**src/design/xsr_pkg.sv**
```systemverilog
// Shared types and codes for the x86 sub-register mov/add/sub block.
// No dependencies; used by every module of the block.
package xsr_pkg;

	// command codes
	localparam logic [2:0] CMD_MOV = 3'd0;
	localparam logic [2:0] CMD_ADD = 3'd1;
	localparam logic [2:0] CMD_SUB = 3'd2;
	localparam logic [2:0] CMD_SHW = 3'd3;

	// operand view selectors
	typedef enum logic [3:0] {
		SEL_EAX = 4'd0,
		SEL_ECX = 4'd1,
		SEL_EDX = 4'd2,
		SEL_AX  = 4'd3,
		SEL_CX  = 4'd4,
		SEL_DX  = 4'd5,
		SEL_AL  = 4'd6,
		SEL_AH  = 4'd7,
		SEL_CL  = 4'd8,
		SEL_CH  = 4'd9,
		SEL_DL  = 4'd10,
		SEL_DH  = 4'd11,
		SEL_EIP = 4'd12
	} sel_t;

	// backing word of a view
	typedef enum logic [1:0] {
		RIDX_A  = 2'd0,
		RIDX_C  = 2'd1,
		RIDX_D  = 2'd2,
		RIDX_IP = 2'd3
	} reg_idx_t;

	// slice of the backing word
	typedef enum logic [1:0] {
		VW_FULL    = 2'd0,
		VW_HALF    = 2'd1,
		VW_BYTE_LO = 2'd2,
		VW_BYTE_HI = 2'd3
	} view_width_t;

	typedef struct packed {
		logic        ok;
		reg_idx_t    idx;
		view_width_t width;
	} view_t;

	// what one instruction does to state and output
	typedef struct packed {
		logic        wr_en;
		reg_idx_t    wr_idx;
		logic [31:0] wr_data;
		logic        show_valid;
		logic [31:0] show_value;
	} exec_t;

endpackage

```
**src/design/xsr_view.sv**
```systemverilog
// Decodes a view selector and reads the zero-extended view value.
// Depends on xsr_pkg.
module xsr_view (
	input  logic [3:0]     sel,
	input  logic           eip_ok,
	input  logic [31:0]    reg_a,
	input  logic [31:0]    reg_c,
	input  logic [31:0]    reg_d,
	input  logic [31:0]    ip_next,
	output xsr_pkg::view_t view,
	output logic [31:0]    value
);

	logic [31:0] word;

	always_comb begin
		view = '{ok: 1'b1, idx: xsr_pkg::RIDX_A, width: xsr_pkg::VW_FULL};
		unique case (xsr_pkg::sel_t'(sel))
			xsr_pkg::SEL_EAX: view.idx = xsr_pkg::RIDX_A;
			xsr_pkg::SEL_ECX: view.idx = xsr_pkg::RIDX_C;
			xsr_pkg::SEL_EDX: view.idx = xsr_pkg::RIDX_D;
			xsr_pkg::SEL_AX: begin
				view.idx = xsr_pkg::RIDX_A;
				view.width = xsr_pkg::VW_HALF;
			end
			xsr_pkg::SEL_CX: begin
				view.idx = xsr_pkg::RIDX_C;
				view.width = xsr_pkg::VW_HALF;
			end
			xsr_pkg::SEL_DX: begin
				view.idx = xsr_pkg::RIDX_D;
				view.width = xsr_pkg::VW_HALF;
			end
			xsr_pkg::SEL_AL: begin
				view.idx = xsr_pkg::RIDX_A;
				view.width = xsr_pkg::VW_BYTE_LO;
			end
			xsr_pkg::SEL_AH: begin
				view.idx = xsr_pkg::RIDX_A;
				view.width = xsr_pkg::VW_BYTE_HI;
			end
			xsr_pkg::SEL_CL: begin
				view.idx = xsr_pkg::RIDX_C;
				view.width = xsr_pkg::VW_BYTE_LO;
			end
			xsr_pkg::SEL_CH: begin
				view.idx = xsr_pkg::RIDX_C;
				view.width = xsr_pkg::VW_BYTE_HI;
			end
			xsr_pkg::SEL_DL: begin
				view.idx = xsr_pkg::RIDX_D;
				view.width = xsr_pkg::VW_BYTE_LO;
			end
			xsr_pkg::SEL_DH: begin
				view.idx = xsr_pkg::RIDX_D;
				view.width = xsr_pkg::VW_BYTE_HI;
			end
			xsr_pkg::SEL_EIP: begin
				view.idx = xsr_pkg::RIDX_IP;
				view.ok = eip_ok;
			end
			default: view.ok = 1'b0;
		endcase
	end

	always_comb begin
		case (view.idx)
			xsr_pkg::RIDX_A: word = reg_a;
			xsr_pkg::RIDX_C: word = reg_c;
			xsr_pkg::RIDX_D: word = reg_d;
			default:         word = ip_next;
		endcase
		case (view.width)
			xsr_pkg::VW_FULL:    value = word;
			xsr_pkg::VW_HALF:    value = {16'd0, word[15:0]};
			xsr_pkg::VW_BYTE_LO: value = {24'd0, word[7:0]};
			default:             value = {24'd0, word[15:8]};
		endcase
	end

endmodule

```
**src/design/xsr_exec.sv**
```systemverilog
// One instruction: operand views, add/sub, and merge into the destination.
// Depends on xsr_pkg and xsr_view.
module xsr_exec (
	input  logic [2:0]     cmd,
	input  logic [3:0]     dest_sel,
	input  logic           source_is_immediate,
	input  logic [3:0]     source_sel,
	input  logic [31:0]    immediate,
	input  logic [31:0]    reg_a,
	input  logic [31:0]    reg_c,
	input  logic [31:0]    reg_d,
	input  logic [31:0]    ip_next,
	output xsr_pkg::exec_t res
);

	xsr_pkg::view_t dv, sv;
	logic [31:0] a, b, dword, sval, r;
	logic is_alu, is_shw;

	assign is_shw = (cmd == xsr_pkg::CMD_SHW);
	assign is_alu = (cmd == xsr_pkg::CMD_MOV) || (cmd == xsr_pkg::CMD_ADD) ||
	                (cmd == xsr_pkg::CMD_SUB);

	xsr_view u_dst (
		.sel(dest_sel), .eip_ok(1'b0),
		.reg_a(reg_a), .reg_c(reg_c), .reg_d(reg_d), .ip_next(ip_next),
		.view(dv), .value(a)
	);

	// EIP as a source is legal for show only
	xsr_view u_src (
		.sel(source_sel), .eip_ok(is_shw),
		.reg_a(reg_a), .reg_c(reg_c), .reg_d(reg_d), .ip_next(ip_next),
		.view(sv), .value(sval)
	);

	assign b = source_is_immediate ? immediate : sval;

	// destination word for the merge; EIP is never a write target
	always_comb begin
		case (dv.idx)
			xsr_pkg::RIDX_A: dword = reg_a;
			xsr_pkg::RIDX_C: dword = reg_c;
			default:         dword = reg_d;
		endcase
	end

	always_comb begin
		case (cmd)
			xsr_pkg::CMD_ADD: r = a + b;
			xsr_pkg::CMD_SUB: r = a - b;
			default:          r = b;
		endcase
	end

	always_comb begin
		res.wr_en      = is_alu && dv.ok && (source_is_immediate || sv.ok);
		res.wr_idx     = dv.idx;
		res.show_valid = is_shw && (source_is_immediate || sv.ok);
		res.show_value = b;
		case (dv.width)
			xsr_pkg::VW_FULL:    res.wr_data = r;
			xsr_pkg::VW_HALF:    res.wr_data = {dword[31:16], r[15:0]};
			xsr_pkg::VW_BYTE_LO: res.wr_data = {dword[31:8], r[7:0]};
			default:             res.wr_data = {dword[31:16], r[7:0], dword[7:0]};
		endcase
	end

endmodule

```
**src/design/x86_subregister_mov_add_sub_top.sv**
```systemverilog
// Top level: input register, architectural registers, result register.
// Depends on xsr_pkg, xsr_exec and xsr_view.
// An item is registered in the input stage at acceptance, executes from
// there, and a show result then goes to the output register. The register
// file update path is one stage. One item per cycle while no show is blocked.
// Reset: EAX, ECX, EDX and EIP clear to zero; input and output stages empty.
module x86_subregister_mov_add_sub_top (
	input  logic        clk,
	input  logic        arst_n,
	// instruction channel
	input  logic        in_valid,
	output logic        in_stall,
	input  logic [2:0]  cmd,
	input  logic [3:0]  dest_sel,
	input  logic        source_is_immediate,
	input  logic [3:0]  source_sel,
	input  logic [31:0] immediate,
	// show result channel
	output logic        out_valid,
	input  logic        out_stall,
	output logic [31:0] shown_value
);

	// input stage
	logic        valid_s1;
	logic [2:0]  cmd_s1;
	logic [3:0]  dest_sel_s1;
	logic        src_imm_s1;
	logic [3:0]  source_sel_s1;
	logic [31:0] immediate_s1;

	// architectural state
	logic [31:0] reg_a_q, reg_c_q, reg_d_q, ip_q;
	logic [31:0] ip_next;

	// output register
	logic        out_valid_q;
	logic [31:0] shown_value_q;

	xsr_pkg::exec_t res;
	logic out_free, fire_s1, load_s1;

	assign ip_next = ip_q + 32'd1;

	xsr_exec u_exec (
		.cmd(cmd_s1), .dest_sel(dest_sel_s1), .source_is_immediate(src_imm_s1),
		.source_sel(source_sel_s1), .immediate(immediate_s1),
		.reg_a(reg_a_q), .reg_c(reg_c_q), .reg_d(reg_d_q), .ip_next(ip_next),
		.res(res)
	);

	// the output slot is free if empty or being drained this cycle
	assign out_free = !out_valid_q || !out_stall;
	// items without a result never wait on the output side
	assign fire_s1  = valid_s1 && (!res.show_valid || out_free);
	assign load_s1  = !valid_s1 || fire_s1;
	assign in_stall = !load_s1;

	always_ff @(posedge clk or negedge arst_n) begin
		if (!arst_n) begin
			valid_s1 <= 1'b0;
		end else if (load_s1) begin
			valid_s1 <= in_valid;
		end
	end

	always_ff @(posedge clk) begin
		if (load_s1 && in_valid) begin
			cmd_s1        <= cmd;
			dest_sel_s1   <= dest_sel;
			src_imm_s1    <= source_is_immediate;
			source_sel_s1 <= source_sel;
			immediate_s1  <= immediate;
		end
	end

	// register file write and pointer advance, once per executed item
	always_ff @(posedge clk or negedge arst_n) begin
		if (!arst_n) begin
			reg_a_q <= '0;
			reg_c_q <= '0;
			reg_d_q <= '0;
			ip_q    <= '0;
		end else if (fire_s1) begin
			ip_q <= ip_next;
			if (res.wr_en) begin
				case (res.wr_idx)
					xsr_pkg::RIDX_A: reg_a_q <= res.wr_data;
					xsr_pkg::RIDX_C: reg_c_q <= res.wr_data;
					xsr_pkg::RIDX_D: reg_d_q <= res.wr_data;
					default: ;
				endcase
			end
		end
	end

	always_ff @(posedge clk or negedge arst_n) begin
		if (!arst_n) begin
			out_valid_q <= 1'b0;
		end else if (fire_s1 && res.show_valid) begin
			out_valid_q <= 1'b1;
		end else if (!out_stall) begin
			out_valid_q <= 1'b0;
		end
	end

	always_ff @(posedge clk) begin
		if (fire_s1 && res.show_valid) begin
			shown_value_q <= res.show_value;
		end
	end

	assign out_valid   = out_valid_q;
	assign shown_value = shown_value_q;

	// pointer moves by exactly one per executed item and never otherwise
	a_ip_step: assert property (@(posedge clk) disable iff (!arst_n)
		fire_s1 |=> ip_q == $past(ip_q) + 32'd1)
		else $error("instruction pointer did not advance by one");

	a_ip_hold: assert property (@(posedge clk) disable iff (!arst_n)
		!fire_s1 |=> $stable(ip_q) && $stable(reg_a_q) && $stable(reg_c_q) &&
			$stable(reg_d_q))
		else $error("state changed without an executed item");

	// a show never overwrites a result still held by the consumer
	a_no_overwrite: assert property (@(posedge clk) disable iff (!arst_n)
		(fire_s1 && res.show_valid) |-> out_free)
		else $error("show result overwrote a pending item");

	a_stall_full: assert property (@(posedge clk) disable iff (!arst_n)
		in_stall |-> valid_s1 && res.show_valid && out_valid_q && out_stall)
		else $error("input stalled without a blocked show");

endmodule

```
**config.mk**
```make
export PLATFORM = sky130hd
export DESIGN_NAME = x86_subregister_mov_add_sub_top
export DESIGN_NICKNAME = d
export VERILOG_FILES = /design/src/design/xsr_pkg.sv /design/src/design/xsr_view.sv /design/src/design/xsr_exec.sv /design/src/design/x86_subregister_mov_add_sub_top.sv
export SDC_FILE = /design/constraint.sdc
export NUM_CORES = 1
export LEC_CHECK = 0
export ABC_AREA = 1
export BUFFER_PORTS_ARGS = -buffer_cell sky130_fd_sc_hd__buf_2
export CORE_UTILIZATION = 30
export DETAILED_ROUTE_END_ITERATION = 7
export PLACE_DENSITY = 0.45
export SLEW_MARGIN = 20
export SYNTH_ARGS = -nofsm -noshare
export SYNTH_HDL_FRONTEND = slang
export SYNTH_SLANG_ARGS = --single-unit
export TNS_END_PERCENT = 20
```
**constraint.sdc**
```tcl
create_clock -name clk -period 7.85 [get_ports clk]
set_clock_uncertainty 0.1 [all_clocks]
set_input_delay 1.1775 -clock clk [delete_from_list [all_inputs] [get_ports clk]]
set_output_delay 1.1775 -clock clk [all_outputs]
set_load 0.05 [all_outputs]
```
==> impl_results.md, run 1 <==
- Status: complete, but fails checks
- Failing checks: design-rule violations
- Number of antenna-violating nets in the routed design: 0
- TritonCTS Buffers: 26
- DRT Wirelength: 53,870 um
- Initial antenna violation count: 0
- Postcts setup bufs: 0
- Number of diodes: 0
- Worst R2R End: reg_d_q[24]
- Final std cells w/o fill: 2,637
- Synthesized flop and latch total: 206
- Synth Flop Type: dfrtp_1
- Final Max Slew Viols: 0
- Post-Place Cells: 2,589
- CTS tree: yes
- Peak fanout along the critical path: 20
- DRT iter0 DRCs: 1,226
- Post-synth EDFFs: 76
- Final Cycle Share: around four fifths
- Worst R2R Start: source_sel_s1[2]
- Die area: 48,220 um2
- Sequential fraction of the synthesis area: 38.97%
- Tot GR Track Use: 22.42%
- WL/cell: 20.43 um
- # H-tree levels: 1
- Final Hold Fails: 0
- Critical path's largest stage delay: 0.55 ns
- CP Capture Type: flip-flop
- Reg2Reg Setup Slack: ~1.5 ns
- Reg area: 5535 um2
- Post-CTS sizing: 0
- Detailed placer's ending HPWL: 39,350 um
- Worst hold stages: 2
- Vias in the first global route: 13.05k
- Hold_buf cts: 0
- DR vias/cell: 5.166
- Synth area leader: dfrtp_1
- Cell count after synthesis: 1,949
- DR DRC count: 2
- Mapped Avg Cell Area: 7.288 um2
- Pwr Density: 258.0 nW/um2
- Register-to-Register Path Depth: 32
- IO Pins: 82
- RSZ-0062 raised after global routing: false
- Most frequent cells in the layout: 603 x nand2_1, 181 x o21ai_0, 168 x inv_1
- Die X-Extent: 219.6 um
- Drt pass-1 iters: 8
- Clock Latency Late Sink: 0.56 ns
- Fmax: 158.4 MHz
- Worst EP arrival: about 6.7 ns
- CTS max path bufs: 3
- Commonest non-fill, non-tap cell in the layout: nand2_1
- WP data required: 8.20 ns
- Mapped cell area: between 10,000 and 15,000 um2
- Worst slack at placement: between 1.5 and 2 ns
- First-pass GRT wire length: 81,150 um
- Crit Path Class: flip-flop to flip-flop
- Leakage: 7.230 nW
- Min-Delay Endpoint: reg_c_q[1]
- Max VDD drop: 0.0001698 V
- Port bufs: 81
- Final Wtd Congestion: 0.8713
- Yosys warns: 0
- Synth area leaders: dfrtp_1 23%, edfxtp_1 16%, nand2_1 16%
- CP max stage cell: o21ai_0
- Placed cell areas: 15,270 um2
- Fin nets: 2,096
- CTS Root Cell: clkbuf_16
- CORE AREA: approximately 47,000 um2
- Share of cells above drive strength 1: about 12%
- Top cell type's share of synthesized area: between 20% and 30%
- Vias: 13.62k
- Setup TNS: 0 ns
- Slew margin rel.: between 30 and 40%
- Num rows: 79
- Kind of start point of the critical path: flip-flop
- Most frequent CP cell: nand2_1
- Starting Density: 30.45%
- Area of the multi-input gates: 7659 um2
- Net Count, Synth: 2,035
- Min Tclk post-route: 6.315 ns
- Clock Sinks: around 200
- Hold Crit Start: reg_c_q[1]
- Final Cell Area: 16,100 um2
- Finished Core Util: between 30 and 40%
- Area growth, synth to finish: 13.31%
- Largest net degree at the start of global routing: 76
- Fin worst setup slack: 1.535 ns
- Overflow after GRT: 0
- Synth unique cells: 58
- Reg clk slew, reported paths: 0.06 ns
- Post-synth ARST share: 63.11%
- Fill count: 4,981
- Die Y: 219.6 um
- Worst slew pin tran: ~1.0 ns
- Max-cap check violation count: 0
- Setup violators final: 0
- Worst hold-check path type: flip-flop to flip-flop
## layer usage
layer | global-route usage [%] | part of all wire, % | vias to the layer above
li1 | - | - | 6631
met1 | 29.85 | 44 | 6392
met2 | 35.64 | 45 | 481
met3 | 3.395 | 5.8 | 118
met4 | 10.39 | 5.0 | 0
met5 | 0 | 0 | -
## kinds of logic (layout without fill, tap and decap cells)
kind of cell / Yosys count / count (layout) / share of synthesized area, %
and+or+nand+nor: 960 / 960 / 28.98
AOI/OAI and AO/OA: 428 / 428 / 17.93
buffers and inverters: 262 / 343 / 7.328
DFF: 206 / 206 / 38.97
xor gates and xnor gates: 55 / 55 / 3.391
adders and majority gates: 38 / 38 / 3.400
## synth_stat cells, types with 4 or more instances
cell type,instances
inv_2,15
o21bai_1,10
nor3_1,11
edfxtp_1,76
a211oi_1,19
o21ai_1,15
dfrtp_1,130
o22ai_1,24
a21boi_0,6
xor2_1,42
nand2_2,21
nand2_4,4
a22o_1,9
nand3_1,106
a2111oi_0,4
o21ai_0,181
a221oi_1,5
nor2_1,147
a31oi_1,6
inv_1,169
a22oi_1,10
or2_2,9
nor2_4,8
o21a_1,4
o221ai_1,9
buf_6,5
a21oi_1,91
xnor2_1,13
nand2_1,603
nor2_2,19
buf_2,14
ha_1,37
nand4_1,19
o211ai_1,16
clkbuf_1,55
## critical path: cells and delay by family (launching register included)
| kind | cells | cell delay (ns) |
|---|---|---|
| simple gates | 18 | 2.49 |
| flops | 1 | 0.51 |
| fa+ha+maj | 2 | 0.78 |
| compound gates | 9 | 2.06 |
| buf+inv | 3 | 0.21 |
## sequential cells by signal, summed over array words and instances (netlist names)
signal and count:
ip_q 32, reg_c_q 32, shown_value 32, valid_s1 1, source_sel_s1 4, out_valid 1, cmd_s1 3, dest_sel_s1 4
immediate_s1 32, reg_a_q 32, reg_d_q 32, src_imm_s1 1
## layout make-up
| cell class | instances | area share (%) |
|---|---|---|
| clock buffer | 33 | 4.400 |
| clock inverter | 15 | 0.7385 |
| inverter | 188 | 4.400 |
| multi-input combinational | 1481 | 47.58 |
| sequential | 206 | 34.39 |
| tap | 607 | 4.719 |
| timing repair buffer | 107 | 3.770 |
## power by group
part	internal (mW)	total [mW]	leakage [nW]	switching, mW
registers	1.34	1.52	2.40	0.182
clock network	0.698	1.20	0.413	0.497
logic	0.478	1.44	4.42	0.958
total	2.51	4.15	7.23	1.64
## stage by stage
| stage | hold WS [ns] | power, mW |
|---|---|---|
| after floorplan | 0.3530 | 2.496 |
| after global placement | 0.3698 | 2.951 |
| after detailed placement | 0.3742 | 2.952 |
| after CTS | 0.3894 | 4.173 |
| after global routing | 0.4145 | 4.420 |
| final | 0.3881 | 4.152 |
## worst max path at each step
stage	startpoint	endpoint	slack [ns]	depth (start not counted)
CTS	source_sel_s1[2]	reg_d_q[31]	1.67	36
detailed placement	source_sel_s1[2]	reg_d_q[31]	1.68	36
finish	source_sel_s1[2]	reg_d_q[24]	1.54	32
floorplan	dest_sel_s1[2]	reg_a_q[24]	3.13	30
global route	source_sel_s1[0]	reg_c_q[23]	1.04	29
global placement	source_sel_s1[2]	reg_c_q[31]	1.74	36
Note: power is estimated with default switching activity, not from simulation.
==> run 2: changes to the inputs <==
Settings changed: ABC_AREA 1 to 0, PLACE_DENSITY 0.45 to 0.47.
Clock period 7.85 ns to 5.5 ns, I/O delays scaled along.
==> run 2 against run 1 <==
Effect of this change:
- the run ends with negative setup slack left
- die area up 8.0%
- cell area up 36%
- clock-buffer cell count down 3
- sequential power up 59%
- sequential cell count unchanged
- synthesized cell count down 8.2%
- via count up 21%
- critical endpoint is now reg_c_q[31]
==> impl_results.md, run 2 <==
- Status: complete, but fails checks
- Failing checks: negative setup slack
- Most frequent cells in the layout: 485 x buf_4, 242 x nand2_1, 131 x nor2_1
- CTS tree: yes
- Sequential fraction of the synthesis area: 36.04% (-2.9 points)
- Final Max Slew Viols: 0 (unchanged)
- Final Hold Fails: 0 (unchanged)
- Final Cycle Share: 112.9% (+32 points)
- Worst R2R Start: source_sel_s1[2]
- Setup violators final: 54 (+54)
- Synthesized flop and latch total: 206 (unchanged)
- Synth Flop Type: dfrtp_1
- Hold_buf cts: 0 (unchanged)
- Share of cells above drive strength 1: 37.75% (+25 points)
- Mapped cell area: 15,360 um2 (+8.1%)
- Synth unique cells: 91 (+57%)
- DRT iter0 DRCs: 1,615 (+32%)
- Min Tclk post-route: 6.210 ns (-0.1042 ns)
- Xor and xnor area share after synthesis: 6.305% (+2.9 points)
- Pwr Density: 368.0 nW/um2 (+43%)
- DRT Wirelength: 70,290 um (+30%)
- Cell count after synthesis: 1,790 (-8.2%)
- Most frequent cell after synthesis: nand2_1
- Die X-Extent: 228.3 um (+3.9%)
- CP Capture Type: flip-flop
- Crit Path Class: flip-flop to flip-flop
- RSZ-0062 raised after global routing: true
- Net Count, Synth: 1,876 (-7.8%)
- Fin worst setup slack: -0.7104 ns (-2.246 ns)
- WL/cell: 23.64 um (+16%)
- Area growth, synth to finish: 42.83%
- DR vias/cell: 5.544 (+7.3%)
- Fin nets: 2,369 (+13%)
- Final Wtd Congestion: 0.9415 (+8.1%)
- Post-synth ARST share: 63.11% (unchanged)
- Max VDD drop: 0.0002045 V (+20%)
- Peak fanout along the critical path: 8 (-60%)
- Worst hold-check path type: input pin to async pin
- Clock Sinks: 206 (unchanged)
- Register-to-Register Path Depth: 27 (-16%)
- Mapped Avg Cell Area: 8.580 um2 (+18%)
- Number of antenna-violating nets in the routed design: 0 (unchanged)
- CORE AREA: 50,380 um2 (+8.0%)
- Simple-gate share of the synthesized area: 20.25% (-8.7 points)
- Post-synth EDFFs: 76 (unchanged)
- Worst R2R End: reg_c_q[31]
- Die area: 52,100 um2 (+8.0%)
- Overflow after GRT: 0 (unchanged)
- CTS max path bufs: 3 (unchanged)
- Top cells by count, synth: 250 x nand2_1, 149 x a21oi_1, 133 x nor2_1
- Worst slew pin tran: 0.9405 ns (-0.06664 ns)
- Fill count: 4,970 (-0.22%)
- Commonest non-fill, non-tap cell in the layout: buf_4
- Reg2Reg Setup Slack: -0.71 ns (-2.25 ns)
- WP data required: 5.82 ns (-2.38 ns)
- CTS Root Cell: clkbuf_16
- Port bufs: 81 (unchanged)
- Slew margin rel.: 37.30% (+6.2 points)
- Reg clk slew, reported paths: 0.06 ns (about the same)
- Synth area leaders: dfrtp_1 21%, edfxtp_1 15%, nand2_1 6.1%
- Adder-Cell Fraction of Synth Area: 3.340% (-0.060 points)
- DR DRC count: 0 (-2)
- Total power: 8.072 mW (+94%)
- Fmax: 161.0 MHz (+1.7%)
- Yosys warns: 0 (unchanged)
- Die Y: 228.3 um (+3.9%)
- Initial antenna violation count: 0 (unchanged)
- Mux share of post-synthesis cell area: 5.980% (+6.0 points)
- Top cell type's share of synthesized area: 21.18% (-1.7 points)
- Drt pass-1 iters: 6 (-2)
- Setup TNS: -20.30 ns (-20.30 ns)
- Detailed placer's ending HPWL: 53,960 um (+37%)
- Kind of start point of the critical path: flip-flop
- First-pass GRT wire length: 104,100 um (+28%)
- Vias: 16.49k (+21%)
- Largest net degree at the start of global routing: 91 (+20%)
- Num rows: 82 (+3.8%)
- Main combinational cell family by area after synthesis: compound AO/OA/AOI/OAI gates
- Tot GR Track Use: 26.47% (+4.0 points)
- # H-tree levels: 1 (unchanged)
- Clock Latency Late Sink: 0.57 ns (about the same)
- Max-cap check violation count: 0 (unchanged)
- Number of diodes: 0 (unchanged)
- Hold WS: 0.2472 ns (-0.1409 ns)
- Synth area leader: dfrtp_1
- TritonCTS Buffers: 27 (+3.8%)
- Leakage: 9.685 nW (+34%)
- Starting Density: 30.49% (+0.041 points)
- Compound-Gate Fraction of Synth Area: 23.67% (+5.7 points)
- Vias in the first global route: 15.88k (+22%)
- Worst EP arrival: 6.53 ns (-0.13 ns)
- IO Pins: 82 (unchanged)
[run 2: cell count changes in the layout (fill, tap and decap cells not counted), moves of 20 or more]
cell     change
a21o_1      +21
o22ai_1     -22
inv_1      -140
xnor2_1     +52
nand3_1     -63
o21ai_0     -84
mux2i_1     +20
nor2_2      -21
a21oi_1     +36
buf_4      +459
mux2_2      +55
nand2_1    -361
[run 2: metrics by stage]
stage | instances | util, % | setup slack [ns] | area [um2]
after CTS | 2958 | 42.53 | -0.6292 | 21420
after detailed placement | 2892 | 39.50 | -1.229 | 19900
after floorplan | 1790 | - | -0.2066 | 15460
after global placement | 2892 | 39.48 | -1.187 | 19890
final | 2974 | 43.54 | -0.7104 | 21940
after global routing | 2974 | 43.54 | -0.9644 | 21940
[run 2: cells by family (layout without fill, tap and decap cells)]
kind of cell	count (synthesis)	count (layout)
xor gates and xnor gates	109	109
buffers and inverters	165	677
adders and majority gates	41	41
DFF	206	206
and+or+nand+nor	636	636
muxes	84	84
AOI/OAI and AO/OA	549	549
[run 2: how the worst max path moves through the flow]
stage	start	end	slack [ns]
global placement	source_sel_s1[1]	reg_c_q[31]	-1.19
detailed placement	source_sel_s1[3]	reg_a_q[31]	-1.23
CTS	source_sel_s1[1]	reg_d_q[31]	-0.63
global route	source_sel_s1[3]	reg_a_q[29]	-0.96
finish	source_sel_s1[2]	reg_c_q[31]	-0.71
floorplan	source_sel_s1[2]	reg_c_q[31]	-0.21
[run 2: layout make-up]
type                       instances  area [um2]  area share (%)
multi-input combinational       1419       10050           45.81
tap                              672       840.8           3.833
inverter                          33       127.6          0.5818
clock inverter                    18       175.2          0.7985
sequential                       206        5535           25.23
timing repair buffer             596        4512           20.57
clock buffer                      30       696.9           3.177
[run 2: power by group]
group	total (mW)	leakage [nW]	internal (mW)	switching, mW
clock network	1.79	0.413	1.05	0.744
logic	3.87	6.87	1.86	2.01
registers	2.41	2.40	1.95	0.460
total	8.07	9.68	4.85	3.22
[run 2: routing by layer]
layer  wire, um  vias up  global-route usage (%)
li1           -     7591                       -
met2      30390      624                   40.36
met5          0        -                       0
met4       1910        0                   7.236
met3       5059       99                   4.275
met1      32930     8173                   38.39
[run 2: critical path: stages, from the launching register on]
cell	delay (ns)
edfxtp_1	0.37
buf_6	0.15
buf_12	0.13
buf_6	0.11
mux2i_1	0.15
nor3_1	0.08
o31ai_2	0.48
a221oi_4	0.19
a2111oi_4	0.37
nand2_2	0.10
or4_4	0.58
nor4_4	0.22
a21oi_2	0.10
xnor2_1	0.13
ha_1	0.31
buf_6	0.10
and3_4	0.20
nand4_1	0.13
a2111oi_2	0.36
buf_4	0.18
o211ai_1	0.12
a211oi_2	0.34
and4_1	0.29
a2111oi_4	0.05
xnor3_1	0.22
nand3b_4	0.18
a31oi_4	0.20
o21ai_1	0.08
[run 2: repair_timing]
action,in CTS,in global routing
pin swaps,35,46
gates cloned,1,1
setup endpoints to repair,75,75
buffers inserted,17,16
gates resized for setup,113,87
